File: config.mk
export PLATFORM = sky130hd
export DESIGN_NAME = running_mean_variance_flat
export DESIGN_NICKNAME = d
export VERILOG_FILES = /design/src/rtl/rmv_pkg.sv /design/src/rtl/rmv_if.sv /design/src/rtl/running_mean_variance.sv /design/src/rtl/rmv_front.sv /design/src/rtl/rmv_div.sv /design/src/rtl/rmv_back.sv /design/src/flat_wrapper.sv
export SDC_FILE = /design/constraint.sdc
export NUM_CORES = 2
export LEC_CHECK = 0
export BUFFER_PORTS_ARGS = -buffer_cell sky130_fd_sc_hd__buf_2
export CAP_MARGIN = 20
export CORE_MARGIN = 2
export CORE_UTILIZATION = 55
export CTS_CLUSTER_SIZE = 30
export DETAILED_ROUTE_END_ITERATION = 16
export PLACE_DENSITY = 0.75
export SETUP_SLACK_MARGIN = 0.2
export SKIP_CTS_REPAIR_TIMING = 1
export SLEW_MARGIN = 20
export SYNTH_ARGS = -nofsm -noshare
export SYNTH_HDL_FRONTEND = slang
export SYNTH_HIERARCHICAL = 1
export SYNTH_SLANG_ARGS = --single-unit
File: constraint.sdc
create_clock -name clk -period 12 [get_ports clk]
set_clock_uncertainty 0.05 [all_clocks]
set_input_delay 0.6 -clock clk [delete_from_list [all_inputs] [get_ports clk]]
set_output_delay 0.6 -clock clk [all_outputs]
set_load 0.02 [all_outputs]
File: src/rtl/rmv_pkg.sv
// shared constants and types of the running mean and variance block
`default_nettype none

package rmv_pkg;

  localparam int COUNT_BITS  = 32;
  localparam int SAMPLE_BITS = 32;

  // fixed field widths of the channels
  localparam int SAMPLE_FIELD_BITS = 32;
  localparam int TOTAL_BITS        = 32;
  localparam int MEAN_BITS         = 32;
  localparam int VAR_BITS          = 64;

  // magnitude of a difference of two samples
  localparam int MAG_BITS  = SAMPLE_BITS + 1;
  localparam int HALF_BITS = (MAG_BITS + 1) / 2;
  localparam int PP_BITS   = 2 * HALF_BITS;
  localparam int ACC_BITS  = 4 * HALF_BITS;

  // shared divider
  localparam int DIV_BITS      = VAR_BITS;
  localparam int DIV_STEP_BITS = $clog2(DIV_BITS + 1);

  // queue between front and back, depth a power of two
  localparam int QUEUE_DEPTH = 2;
  localparam int QPTR_BITS   = $clog2(QUEUE_DEPTH);
  localparam int QCNT_BITS   = $clog2(QUEUE_DEPTH + 1);

  // count widened so the total field can saturate
  localparam int WIDE_BITS = (COUNT_BITS > TOTAL_BITS) ? COUNT_BITS : TOTAL_BITS;
  localparam logic [63:0] TOTAL_MAX = 64'h0000_0000_FFFF_FFFF;

  typedef struct packed {
    logic signed [SAMPLE_BITS-1:0] sample;
    logic                          start;
  } rmv_item_t;

  typedef struct packed {
    logic                     start;
    logic [DIV_BITS-1:0]      dividend;
    logic [COUNT_BITS-1:0]    divisor;
    logic [DIV_STEP_BITS-1:0] steps;
  } rmv_div_req_t;

  typedef struct packed {
    logic                done;
    logic [DIV_BITS-1:0] quotient;
  } rmv_div_rsp_t;

endpackage

`default_nettype wire

File: src/rtl/rmv_if.sv
// request channels of the running mean and variance block
`default_nettype none

interface rmv_in_if import rmv_pkg::*; ();
  logic                                valid;
  logic                                ready;
  logic signed [SAMPLE_FIELD_BITS-1:0] sample;
  logic                                start_new_set;

  modport source (output valid, sample, start_new_set, input ready);
  modport sink (input valid, sample, start_new_set, output ready);
endinterface

interface rmv_out_if import rmv_pkg::*; ();
  logic                        valid;
  logic                        ready;
  logic [TOTAL_BITS-1:0]       sample_total;
  logic signed [MEAN_BITS-1:0] mean_value;
  logic [VAR_BITS-1:0]         variance_value;
  logic                        variance_valid;

  modport source (output valid, sample_total, mean_value, variance_value, variance_valid,
                  input ready);
  modport sink (input valid, sample_total, mean_value, variance_value, variance_valid,
                output ready);
endinterface

`default_nettype wire

File: src/rtl/running_mean_variance.sv
// Running mean and sample variance of a stream of Q16.16 samples.
// in_chan carries one request per sample: the sample and a start_new_set flag
// that clears count, mean and spread before the sample is added.
// out_chan returns one result per request, in order: the count (saturating
// at 32 bits), the Q16.16 mean and the Q32.32 variance with its valid flag.
// Both channels move a request when valid and ready are high at a clock edge.
// The back end takes one sample at a time; its update time is set by the shared
// divider that yields one quotient bit a cycle: 33 steps for the mean update
// and 64 for the variance, plus a partial-product multiply (load, low-low,
// low-high, high-low, high-high) and sequencing. With fewer than two samples
// held the variance division is skipped. The front queue is registered.
// A two-deep queue takes further requests while the back end is busy, and
// the output register lets the next update start while a result waits.
// A stalled receiver holds the result steady; the back end then waits with
// its next result and the queue fills until in_chan.ready drops.
// Synchronous active-low reset clears count, mean, spread and the output valid.
`default_nettype none

module running_mean_variance import rmv_pkg::*; (
  input  logic      clk,
  input  logic      rst_n,
  rmv_in_if.sink    in_chan,
  rmv_out_if.source out_chan
);

  rmv_item_t    item;
  logic         item_valid;
  logic         item_ready;
  rmv_div_req_t div_req;
  rmv_div_rsp_t div_rsp;

  rmv_front u_front (
    .clk        (clk),
    .rst_n      (rst_n),
    .in_chan    (in_chan),
    .item       (item),
    .item_valid (item_valid),
    .item_ready (item_ready)
  );

  rmv_div u_div (
    .clk   (clk),
    .rst_n (rst_n),
    .req   (div_req),
    .rsp   (div_rsp)
  );

  rmv_back u_back (
    .clk        (clk),
    .rst_n      (rst_n),
    .item       (item),
    .item_valid (item_valid),
    .item_ready (item_ready),
    .div_req    (div_req),
    .div_rsp    (div_rsp),
    .out_chan   (out_chan)
  );

endmodule

`default_nettype wire

File: src/rtl/rmv_front.sv
// front end: takes requests, trims the sample and queues them for the back end
`default_nettype none

module rmv_front import rmv_pkg::*; (
  input  logic      clk,
  input  logic      rst_n,
  rmv_in_if.sink    in_chan,
  output rmv_item_t item,
  output logic      item_valid,
  input  logic      item_ready
);

  rmv_item_t             q_mem [QUEUE_DEPTH];
  logic [QPTR_BITS-1:0]  wr_ptr_r;
  logic [QPTR_BITS-1:0]  rd_ptr_r;
  logic [QCNT_BITS-1:0]  fill_r;
  logic                  push;
  logic                  pop;
  rmv_item_t             incoming;

  assign in_chan.ready = (fill_r != QCNT_BITS'(QUEUE_DEPTH));
  assign item_valid    = (fill_r != '0);
  assign item          = q_mem[rd_ptr_r];
  assign push          = in_chan.valid && in_chan.ready;
  assign pop           = item_valid && item_ready;

  // only the low sample bits count, read as two's complement
  always_comb begin
    incoming.sample = in_chan.sample[SAMPLE_BITS-1:0];
    incoming.start  = in_chan.start_new_set;
  end

  always_ff @(posedge clk) begin
    if (!rst_n) begin
      wr_ptr_r <= '0;
      rd_ptr_r <= '0;
      fill_r   <= '0;
    end else begin
      if (push) begin
        wr_ptr_r <= wr_ptr_r + QPTR_BITS'(1);
      end
      if (pop) begin
        rd_ptr_r <= rd_ptr_r + QPTR_BITS'(1);
      end
      if (push && !pop) begin
        fill_r <= fill_r + QCNT_BITS'(1);
      end else if (pop && !push) begin
        fill_r <= fill_r - QCNT_BITS'(1);
      end
    end
  end

  always_ff @(posedge clk) begin
    if (push) begin
      q_mem[wr_ptr_r] <= incoming;
    end
  end

endmodule

`default_nettype wire

File: src/rtl/rmv_div.sv
// shared restoring divider, one quotient bit per cycle
`default_nettype none

module rmv_div import rmv_pkg::*; (
  input  logic         clk,
  input  logic         rst_n,
  input  rmv_div_req_t req,
  output rmv_div_rsp_t rsp
);

  logic                     busy_r;
  logic                     done_r;
  logic [DIV_STEP_BITS-1:0] cnt_r;
  logic [DIV_BITS-1:0]      quo_r;
  logic [COUNT_BITS-1:0]    rem_r;
  logic [COUNT_BITS-1:0]    dsr_r;
  logic [COUNT_BITS:0]      shifted;
  logic [COUNT_BITS:0]      trial;
  logic                     fits;

  // remainder stays below the divisor, so it fits the divisor width
  assign shifted = {rem_r, quo_r[DIV_BITS-1]};
  assign fits    = (shifted >= {1'b0, dsr_r});
  assign trial   = shifted - {1'b0, dsr_r};

  assign rsp.done     = done_r;
  assign rsp.quotient = quo_r;

  always_ff @(posedge clk) begin
    if (!rst_n) begin
      busy_r <= 1'b0;
      done_r <= 1'b0;
      cnt_r  <= '0;
    end else begin
      done_r <= 1'b0;
      if (req.start) begin
        busy_r <= 1'b1;
        cnt_r  <= req.steps;
      end else if (busy_r) begin
        cnt_r <= cnt_r - DIV_STEP_BITS'(1);
        if (cnt_r == DIV_STEP_BITS'(1)) begin
          busy_r <= 1'b0;
          done_r <= 1'b1;
        end
      end
    end
  end

  always_ff @(posedge clk) begin
    if (req.start) begin
      quo_r <= req.dividend;
      rem_r <= '0;
      dsr_r <= req.divisor;
    end else if (busy_r) begin
      quo_r <= {quo_r[DIV_BITS-2:0], fits};
      rem_r <= fits ? trial[COUNT_BITS-1:0] : shifted[COUNT_BITS-1:0];
    end
  end

endmodule

`default_nettype wire

File: src/rtl/rmv_back.sv
// back end: holds the running state, sequences the update and registers the result
`default_nettype none

module rmv_back import rmv_pkg::*; (
  input  logic         clk,
  input  logic         rst_n,
  input  rmv_item_t    item,
  input  logic         item_valid,
  output logic         item_ready,
  output rmv_div_req_t div_req,
  input  rmv_div_rsp_t div_rsp,
  rmv_out_if.source    out_chan
);

  typedef enum logic [6:0] {
    ST_IDLE  = 7'b0000001,
    ST_PREP  = 7'b0000010,
    ST_DMEAN = 7'b0000100,
    ST_MUL   = 7'b0001000,
    ST_VPREP = 7'b0010000,
    ST_DVAR  = 7'b0100000,
    ST_OUT   = 7'b1000000
  } state_t;

  // steps of the partial-product multiply
  localparam logic [2:0] MS_LOAD = 3'd0;
  localparam logic [2:0] MS_LL   = 3'd1;
  localparam logic [2:0] MS_LH   = 3'd2;
  localparam logic [2:0] MS_HL   = 3'd3;
  localparam logic [2:0] MS_HH   = 3'd4;

  state_t                        state_r, state_nxt;
  logic [COUNT_BITS-1:0]         count_r, count_nxt;
  logic signed [SAMPLE_BITS-1:0] mean_r, mean_nxt;
  logic [VAR_BITS-1:0]           m2_r, m2_nxt;
  logic signed [SAMPLE_BITS-1:0] x_r, x_nxt;
  logic [MAG_BITS-1:0]           dabs_r, dabs_nxt;
  logic                          dneg_r, dneg_nxt;
  logic [MAG_BITS-1:0]           babs_r, babs_nxt;
  logic [ACC_BITS-1:0]           acc_r, acc_nxt;
  logic [2:0]                    mstep_r, mstep_nxt;
  logic [VAR_BITS-1:0]           var_r, var_nxt;
  logic                          vv_r, vv_nxt;
  logic                          ov_r, ov_nxt;
  logic [TOTAL_BITS-1:0]         otot_r, otot_nxt;
  logic [MEAN_BITS-1:0]          omean_r, omean_nxt;
  logic [VAR_BITS-1:0]           ovar_r, ovar_nxt;
  logic                          ovv_r, ovv_nxt;

  logic [COUNT_BITS-1:0]         base_count;
  logic signed [MAG_BITS-1:0]    delta;
  logic [MAG_BITS-1:0]           dabs;
  logic [MAG_BITS-1:0]           quot;
  logic signed [MAG_BITS:0]      step_val;
  logic signed [MAG_BITS:0]      mean_sum;
  logic [HALF_BITS-1:0]          op_a, op_b;
  logic [PP_BITS-1:0]            pp;
  logic [ACC_BITS-1:0]           add_term;
  logic [VAR_BITS:0]             m2_sum;
  logic [VAR_BITS-1:0]           m2_sat;
  logic [WIDE_BITS-1:0]          wide_count;
  logic [TOTAL_BITS-1:0]         total;

  assign out_chan.valid          = ov_r;
  assign out_chan.sample_total   = otot_r;
  assign out_chan.mean_value     = omean_r;
  assign out_chan.variance_value = ovar_r;
  assign out_chan.variance_valid = ovv_r;

  // datapath pieces
  always_comb begin
    delta    = MAG_BITS'(x_r) - MAG_BITS'(mean_r);
    dabs     = delta[MAG_BITS-1] ? MAG_BITS'(-delta) : MAG_BITS'(delta);
    quot     = div_rsp.quotient[MAG_BITS-1:0];
    step_val = dneg_r ? -signed'({1'b0, quot}) : signed'({1'b0, quot});
    mean_sum = (MAG_BITS + 1)'(mean_r) + step_val;

    unique case (mstep_r)
      MS_LH: begin
        op_a = dabs_r[HALF_BITS-1:0];
        op_b = HALF_BITS'(babs_r[MAG_BITS-1:HALF_BITS]);
      end
      MS_HL: begin
        op_a = HALF_BITS'(dabs_r[MAG_BITS-1:HALF_BITS]);
        op_b = babs_r[HALF_BITS-1:0];
      end
      MS_HH: begin
        op_a = HALF_BITS'(dabs_r[MAG_BITS-1:HALF_BITS]);
        op_b = HALF_BITS'(babs_r[MAG_BITS-1:HALF_BITS]);
      end
      default: begin
        op_a = dabs_r[HALF_BITS-1:0];
        op_b = babs_r[HALF_BITS-1:0];
      end
    endcase
    pp = op_a * op_b;

    unique case (mstep_r)
      MS_LH, MS_HL: add_term = ACC_BITS'(pp) << HALF_BITS;
      MS_HH:        add_term = ACC_BITS'(pp) << (2 * HALF_BITS);
      default:      add_term = ACC_BITS'(pp);
    endcase

    // spread sum saturates at all ones
    m2_sum = {1'b0, m2_r} + {1'b0, VAR_BITS'(acc_r)};
    m2_sat = m2_sum[VAR_BITS] ? '1 : m2_sum[VAR_BITS-1:0];

    wide_count = WIDE_BITS'(count_r);
    total      = (wide_count > WIDE_BITS'(TOTAL_MAX)) ? '1 : wide_count[TOTAL_BITS-1:0];
    base_count = item.start ? '0 : count_r;
  end

  // sequencer
  always_comb begin
    state_nxt  = state_r;
    count_nxt  = count_r;
    mean_nxt   = mean_r;
    m2_nxt     = m2_r;
    x_nxt      = x_r;
    dabs_nxt   = dabs_r;
    dneg_nxt   = dneg_r;
    babs_nxt   = babs_r;
    acc_nxt    = acc_r;
    mstep_nxt  = mstep_r;
    var_nxt    = var_r;
    vv_nxt     = vv_r;
    ov_nxt     = ov_r;
    otot_nxt   = otot_r;
    omean_nxt  = omean_r;
    ovar_nxt   = ovar_r;
    ovv_nxt    = ovv_r;
    item_ready = 1'b0;
    div_req    = '0;

    if (out_chan.ready) begin
      ov_nxt = 1'b0;
    end

    unique case (state_r)
      ST_IDLE: begin
        if (item_valid) begin
          item_ready = 1'b1;
          // the count sticks at its maximum, the update still runs
          count_nxt  = (base_count == '1) ? base_count : base_count + COUNT_BITS'(1);
          mean_nxt   = item.start ? '0 : mean_r;
          m2_nxt     = item.start ? '0 : m2_r;
          x_nxt      = item.sample;
          state_nxt  = ST_PREP;
        end
      end
      ST_PREP: begin
        dabs_nxt         = dabs;
        dneg_nxt         = delta[MAG_BITS-1];
        div_req.start    = 1'b1;
        div_req.dividend = DIV_BITS'(dabs) << (DIV_BITS - MAG_BITS);
        div_req.divisor  = count_r;
        div_req.steps    = DIV_STEP_BITS'(MAG_BITS);
        state_nxt        = ST_DMEAN;
      end
      ST_DMEAN: begin
        if (div_rsp.done) begin
          mean_nxt  = mean_sum[SAMPLE_BITS-1:0];
          acc_nxt   = '0;
          mstep_nxt = MS_LOAD;
          state_nxt = ST_MUL;
        end
      end
      ST_MUL: begin
        // first step takes the distance of the sample from the new mean
        if (mstep_r == MS_LOAD) begin
          babs_nxt = dabs;
        end else begin
          acc_nxt = acc_r + add_term;
        end
        mstep_nxt = mstep_r + 3'd1;
        if (mstep_r == MS_HH) begin
          state_nxt = ST_VPREP;
        end
      end
      ST_VPREP: begin
        m2_nxt = m2_sat;
        if (count_r >= COUNT_BITS'(2)) begin
          div_req.start    = 1'b1;
          div_req.dividend = m2_sat;
          div_req.divisor  = count_r - COUNT_BITS'(1);
          div_req.steps    = DIV_STEP_BITS'(DIV_BITS);
          state_nxt        = ST_DVAR;
        end else begin
          var_nxt   = '0;
          vv_nxt    = 1'b0;
          state_nxt = ST_OUT;
        end
      end
      ST_DVAR: begin
        if (div_rsp.done) begin
          var_nxt   = div_rsp.quotient;
          vv_nxt    = 1'b1;
          state_nxt = ST_OUT;
        end
      end
      ST_OUT: begin
        if (!ov_r || out_chan.ready) begin
          ov_nxt    = 1'b1;
          otot_nxt  = total;
          omean_nxt = MEAN_BITS'(mean_r);
          ovar_nxt  = var_r;
          ovv_nxt   = vv_r;
          state_nxt = ST_IDLE;
        end
      end
      default: begin
        state_nxt = ST_IDLE;
      end
    endcase
  end

  always_ff @(posedge clk) begin
    if (!rst_n) begin
      state_r <= ST_IDLE;
      count_r <= '0;
      mean_r  <= '0;
      m2_r    <= '0;
      ov_r    <= 1'b0;
    end else begin
      state_r <= state_nxt;
      count_r <= count_nxt;
      mean_r  <= mean_nxt;
      m2_r    <= m2_nxt;
      ov_r    <= ov_nxt;
    end
  end

  always_ff @(posedge clk) begin
    x_r     <= x_nxt;
    dabs_r  <= dabs_nxt;
    dneg_r  <= dneg_nxt;
    babs_r  <= babs_nxt;
    acc_r   <= acc_nxt;
    mstep_r <= mstep_nxt;
    var_r   <= var_nxt;
    vv_r    <= vv_nxt;
    otot_r  <= otot_nxt;
    omean_r <= omean_nxt;
    ovar_r  <= ovar_nxt;
    ovv_r   <= ovv_nxt;
  end

endmodule

`default_nettype wire

File: src/flat_wrapper.sv
// flat-port wrapper written by rule: the top's interface ports become plain ports
module running_mean_variance_flat import rmv_pkg::*;
  (clk, rst_n, in_chan_valid, in_chan_sample, in_chan_start_new_set, in_chan_ready, out_chan_valid, out_chan_sample_total, out_chan_mean_value, out_chan_variance_value, out_chan_variance_valid, out_chan_ready);
  rmv_in_if in_chan_i ();
  rmv_out_if out_chan_i ();
  input  logic clk;
  input  logic rst_n;
  input wire logic [$bits(in_chan_i.valid)-1:0] in_chan_valid;
  input wire logic [$bits(in_chan_i.sample)-1:0] in_chan_sample;
  input wire logic [$bits(in_chan_i.start_new_set)-1:0] in_chan_start_new_set;
  output wire logic [$bits(in_chan_i.ready)-1:0] in_chan_ready;
  output wire logic [$bits(out_chan_i.valid)-1:0] out_chan_valid;
  output wire logic [$bits(out_chan_i.sample_total)-1:0] out_chan_sample_total;
  output wire logic [$bits(out_chan_i.mean_value)-1:0] out_chan_mean_value;
  output wire logic [$bits(out_chan_i.variance_value)-1:0] out_chan_variance_value;
  output wire logic [$bits(out_chan_i.variance_valid)-1:0] out_chan_variance_valid;
  input wire logic [$bits(out_chan_i.ready)-1:0] out_chan_ready;
  assign in_chan_i.valid = in_chan_valid;
  assign in_chan_i.sample = in_chan_sample;
  assign in_chan_i.start_new_set = in_chan_start_new_set;
  assign in_chan_ready = in_chan_i.ready;
  assign out_chan_valid = out_chan_i.valid;
  assign out_chan_sample_total = out_chan_i.sample_total;
  assign out_chan_mean_value = out_chan_i.mean_value;
  assign out_chan_variance_value = out_chan_i.variance_value;
  assign out_chan_variance_valid = out_chan_i.variance_valid;
  assign out_chan_i.ready = out_chan_ready;
  running_mean_variance u_core (.clk(clk), .rst_n(rst_n), .in_chan(in_chan_i), .out_chan(out_chan_i));
endmodule
==> results.yml <==
status:
  status: "finished, final reports clean"
setup_path:
  path_max_fanout: 31
  cp_data_required_time_ps: 12330
  r2r_slack_ps: 690
  worst_setup_path_start_kind: "register"
  worst_setup_path_end_kind: "register"
  reg2reg_from: "u_core/u_back/mstep_r[0]"
  crit_arrival_ps: 11640
  critical-path-max-stage-delay_ps: 560
  crit_type: "reg -> reg"
  crit_top_cell: "fa_1"
  ff2ff_path_depth: 44
  rr_endpoint: "u_core/u_back/acc_r[56]"
  slowest_stage: "fa_1"
cells_and_area:
  layout_common_cells: "nand2_1 (578), edfxtp_1 (522), nor2_1 (519)"
  syn2layout_area_growth_pct: 9.24
  drive_above_1_share_pct: 10.3
  layout_commonest_cell: "nand2_1"
  nets: 5989
min_path:
  hp-class: "in -> reg"
  holdPathEnd: "u_core/u_front/q_mem[0][9]"
  hold_start: "in_chan_sample[8]"
  worstHoldPathCells: 1
clock_tree:
  cts_tree: "done"
  cts.sinks: 704
  clk_pin_slew_ps: 60
  cts.path.max_buffers: 3
  cts_buffers: 77
  clock_latency_ps: 670
  htreeDepth: 3
  cts_root_buf: "clkbuf_16"
grt:
  grt_max_degree: 97
  track_usage_pct: 31.2
  grt_pass1_vias: 38400
  antenna_found_initial: 3
  grt-ovfl-total: 0
  grt_pass1_wl_um: 227000
sta:
  drv_slew: 0
  finalSetupTns_ps: 0
  slew_headroom_pct: 29.7
  final_hold_viol_count: 0
  tightest_slew_ps: 1050
  post-route-min-period_ps: 11310
  fmax_ghz: 0.0884
  finalSetupViolations: 0
  grt_setup_unrepaired: "true"
  period_share_pct: 94.3
detailed_routing:
  drc: 0
  vias_per_cell: 6.06
  num_vias: 40200
  wirelength_um: 147000
  drt_iter0_markers: 4212
  antenna_left: 0
  wl_per_cell_um: 22.2
  first_pass_iters: 6
synthesis:
  synth_top_cell_by_area: "edfxtp_1"
  ys_types: 95
  synth_area_sq_um: 50500
  yosys.area.top_type_share_pct: 31.0
  synth-edff-count: 522
  async_flop_share_pct: 0
  synth_cells: 5278
  yosysWarnings: 6
  synth_seq_cells: 704
  postSynthAreaPerCell_sq_um: 9.57
  ys.flop_type: "edfxtp_1"
  yosysSeqAreaShare_pct: 38.2
  synth.area.top_cells: "edfxtp_1 (31%), fa_1 (9.1%), ha_1 (8.5%)"
floorplan:
  row_count: 111
  core_region_area_sq_um: 91400
  die_y_um: 307
  start_util_pct: 55.3
  fp.dieW_um: 307
  pin_count: 168
  die_area_sq_um: 94300
place:
  gp_congestion: 1.02
  portBuffers: 167
  dp_hpwl_um: 113000
flow_run:
  maxCapViolCount: 0
-- metrics by stage --
stage               hold slack (ps)  setup WS, ps  std cells  util [%]  area, sq um
floorplan                       350           671       5281         -        50500
global placement                352           932       6488      57.6        52600
detailed placement              355           732       6488      57.6        52600
CTS                            49.2           696       6631      60.4        55200
global route                   66.7           135       6631      60.4        55200
finish                         82.4           689       6632      60.4        55200
-- cells in the mapped netlist, types with 127 or more instances --
cell,n
dfxtp_1,182
nand2_1,580
xnor2_1,200
fa_1,229
a21oi_1,292
clkbuf_1,191
mux2_2,127
and2_1,137
inv_1,454
nor2_1,521
ha_1,342
o21ai_0,317
edfxtp_1,522
-- registers in the layout, indices dropped and copies added (netlist names), 2 cells and up, named ones only --
name                                   cells
u_core/u_back/m2_r                        64
u_core/u_back/out_chan.sample_total       32
u_core/u_div/cnt_r                         7
u_core/u_front/q_mem                      66
u_core/u_back/count_r                     32
u_core/u_back/babs_r                      33
u_core/u_back/mean_r                      32
u_core/u_back/var_r                       64
u_core/u_back/acc_r                       64
u_core/u_div/dsr_r                        32
u_core/u_div/quo_r                        64
u_core/u_back/x_r                         32
u_core/u_back/dabs_r                      33
u_core/u_back/state_r                      7
u_core/u_back/out_chan.variance_value     64
u_core/u_front/fill_r                      2
u_core/u_div/rem_r                        32
u_core/u_back/out_chan.mean_value         32
u_core/u_back/mstep_r                      3
-- worst max-delay path, delay by kind of cell, from the launching register on --
kind | cells | cell delay, ps
flip-flops | 1 | 370
AO/OA/AOI/OAI | 16 | 3580
adder cells (fa/ha/maj) | 9 | 4130
AND/OR/NAND/NOR | 8 | 1410
XOR/XNOR | 2 | 290
buffers and inverters | 8 | 920
multiplexers | 1 | 260
-- final cells by class --
cell class / instances / area [sq um]
inverter: 456 / 1710
multi-input combinational: 3898 / 28700
timing repair buffer: 244 / 1440
clock inverter: 41 / 370
clock buffer: 102 / 2150
antenna: 1 / 2.50
fill: 7663 / 36200
tap: 1186 / 1480
sequential: 704 / 19300
-- cell families after synthesis --
family          count (synthesis)  synth area share (%)
compound gates               1136                  14.2
xor+xnor                      305                  5.29
fa+ha+maj                     571                  17.5
buf+inv                       679                  5.15
flops                         704                  38.2
mux                           182                  3.92
other cells                     1               0.00742
simple gates                 1700                  15.6
-- routing by layer --
metal	up-vias	global-route usage [%]	wire, um
li1	18700	-	-
met1	19500	44.1	63800
met2	1723	48.1	65500
met3	309	4.81	11600
met4	2	12.4	6500
met5	-	0	10
-- worst max-delay path by stage --
stage	startpoint	to	slack (ps)	depth (start not counted)
floorplan	u_core/u_back/mstep_r[0]	u_core/u_back/acc_r[58]	670	44
CTS	u_core/u_back/mstep_r[0]	u_core/u_back/acc_r[58]	700	44
detailed placement	u_core/u_back/mstep_r[0]	u_core/u_back/acc_r[58]	730	44
finish	u_core/u_back/mstep_r[0]	u_core/u_back/acc_r[56]	690	44
global placement	u_core/u_back/mstep_r[0]	u_core/u_back/acc_r[56]	930	43
global route	u_core/u_back/mstep_r[0]	u_core/u_back/acc_r[63]	140	43
Power is not shown: default switching activity piles up to over one toggle a cycle in this logic, so the estimate is an artifact.
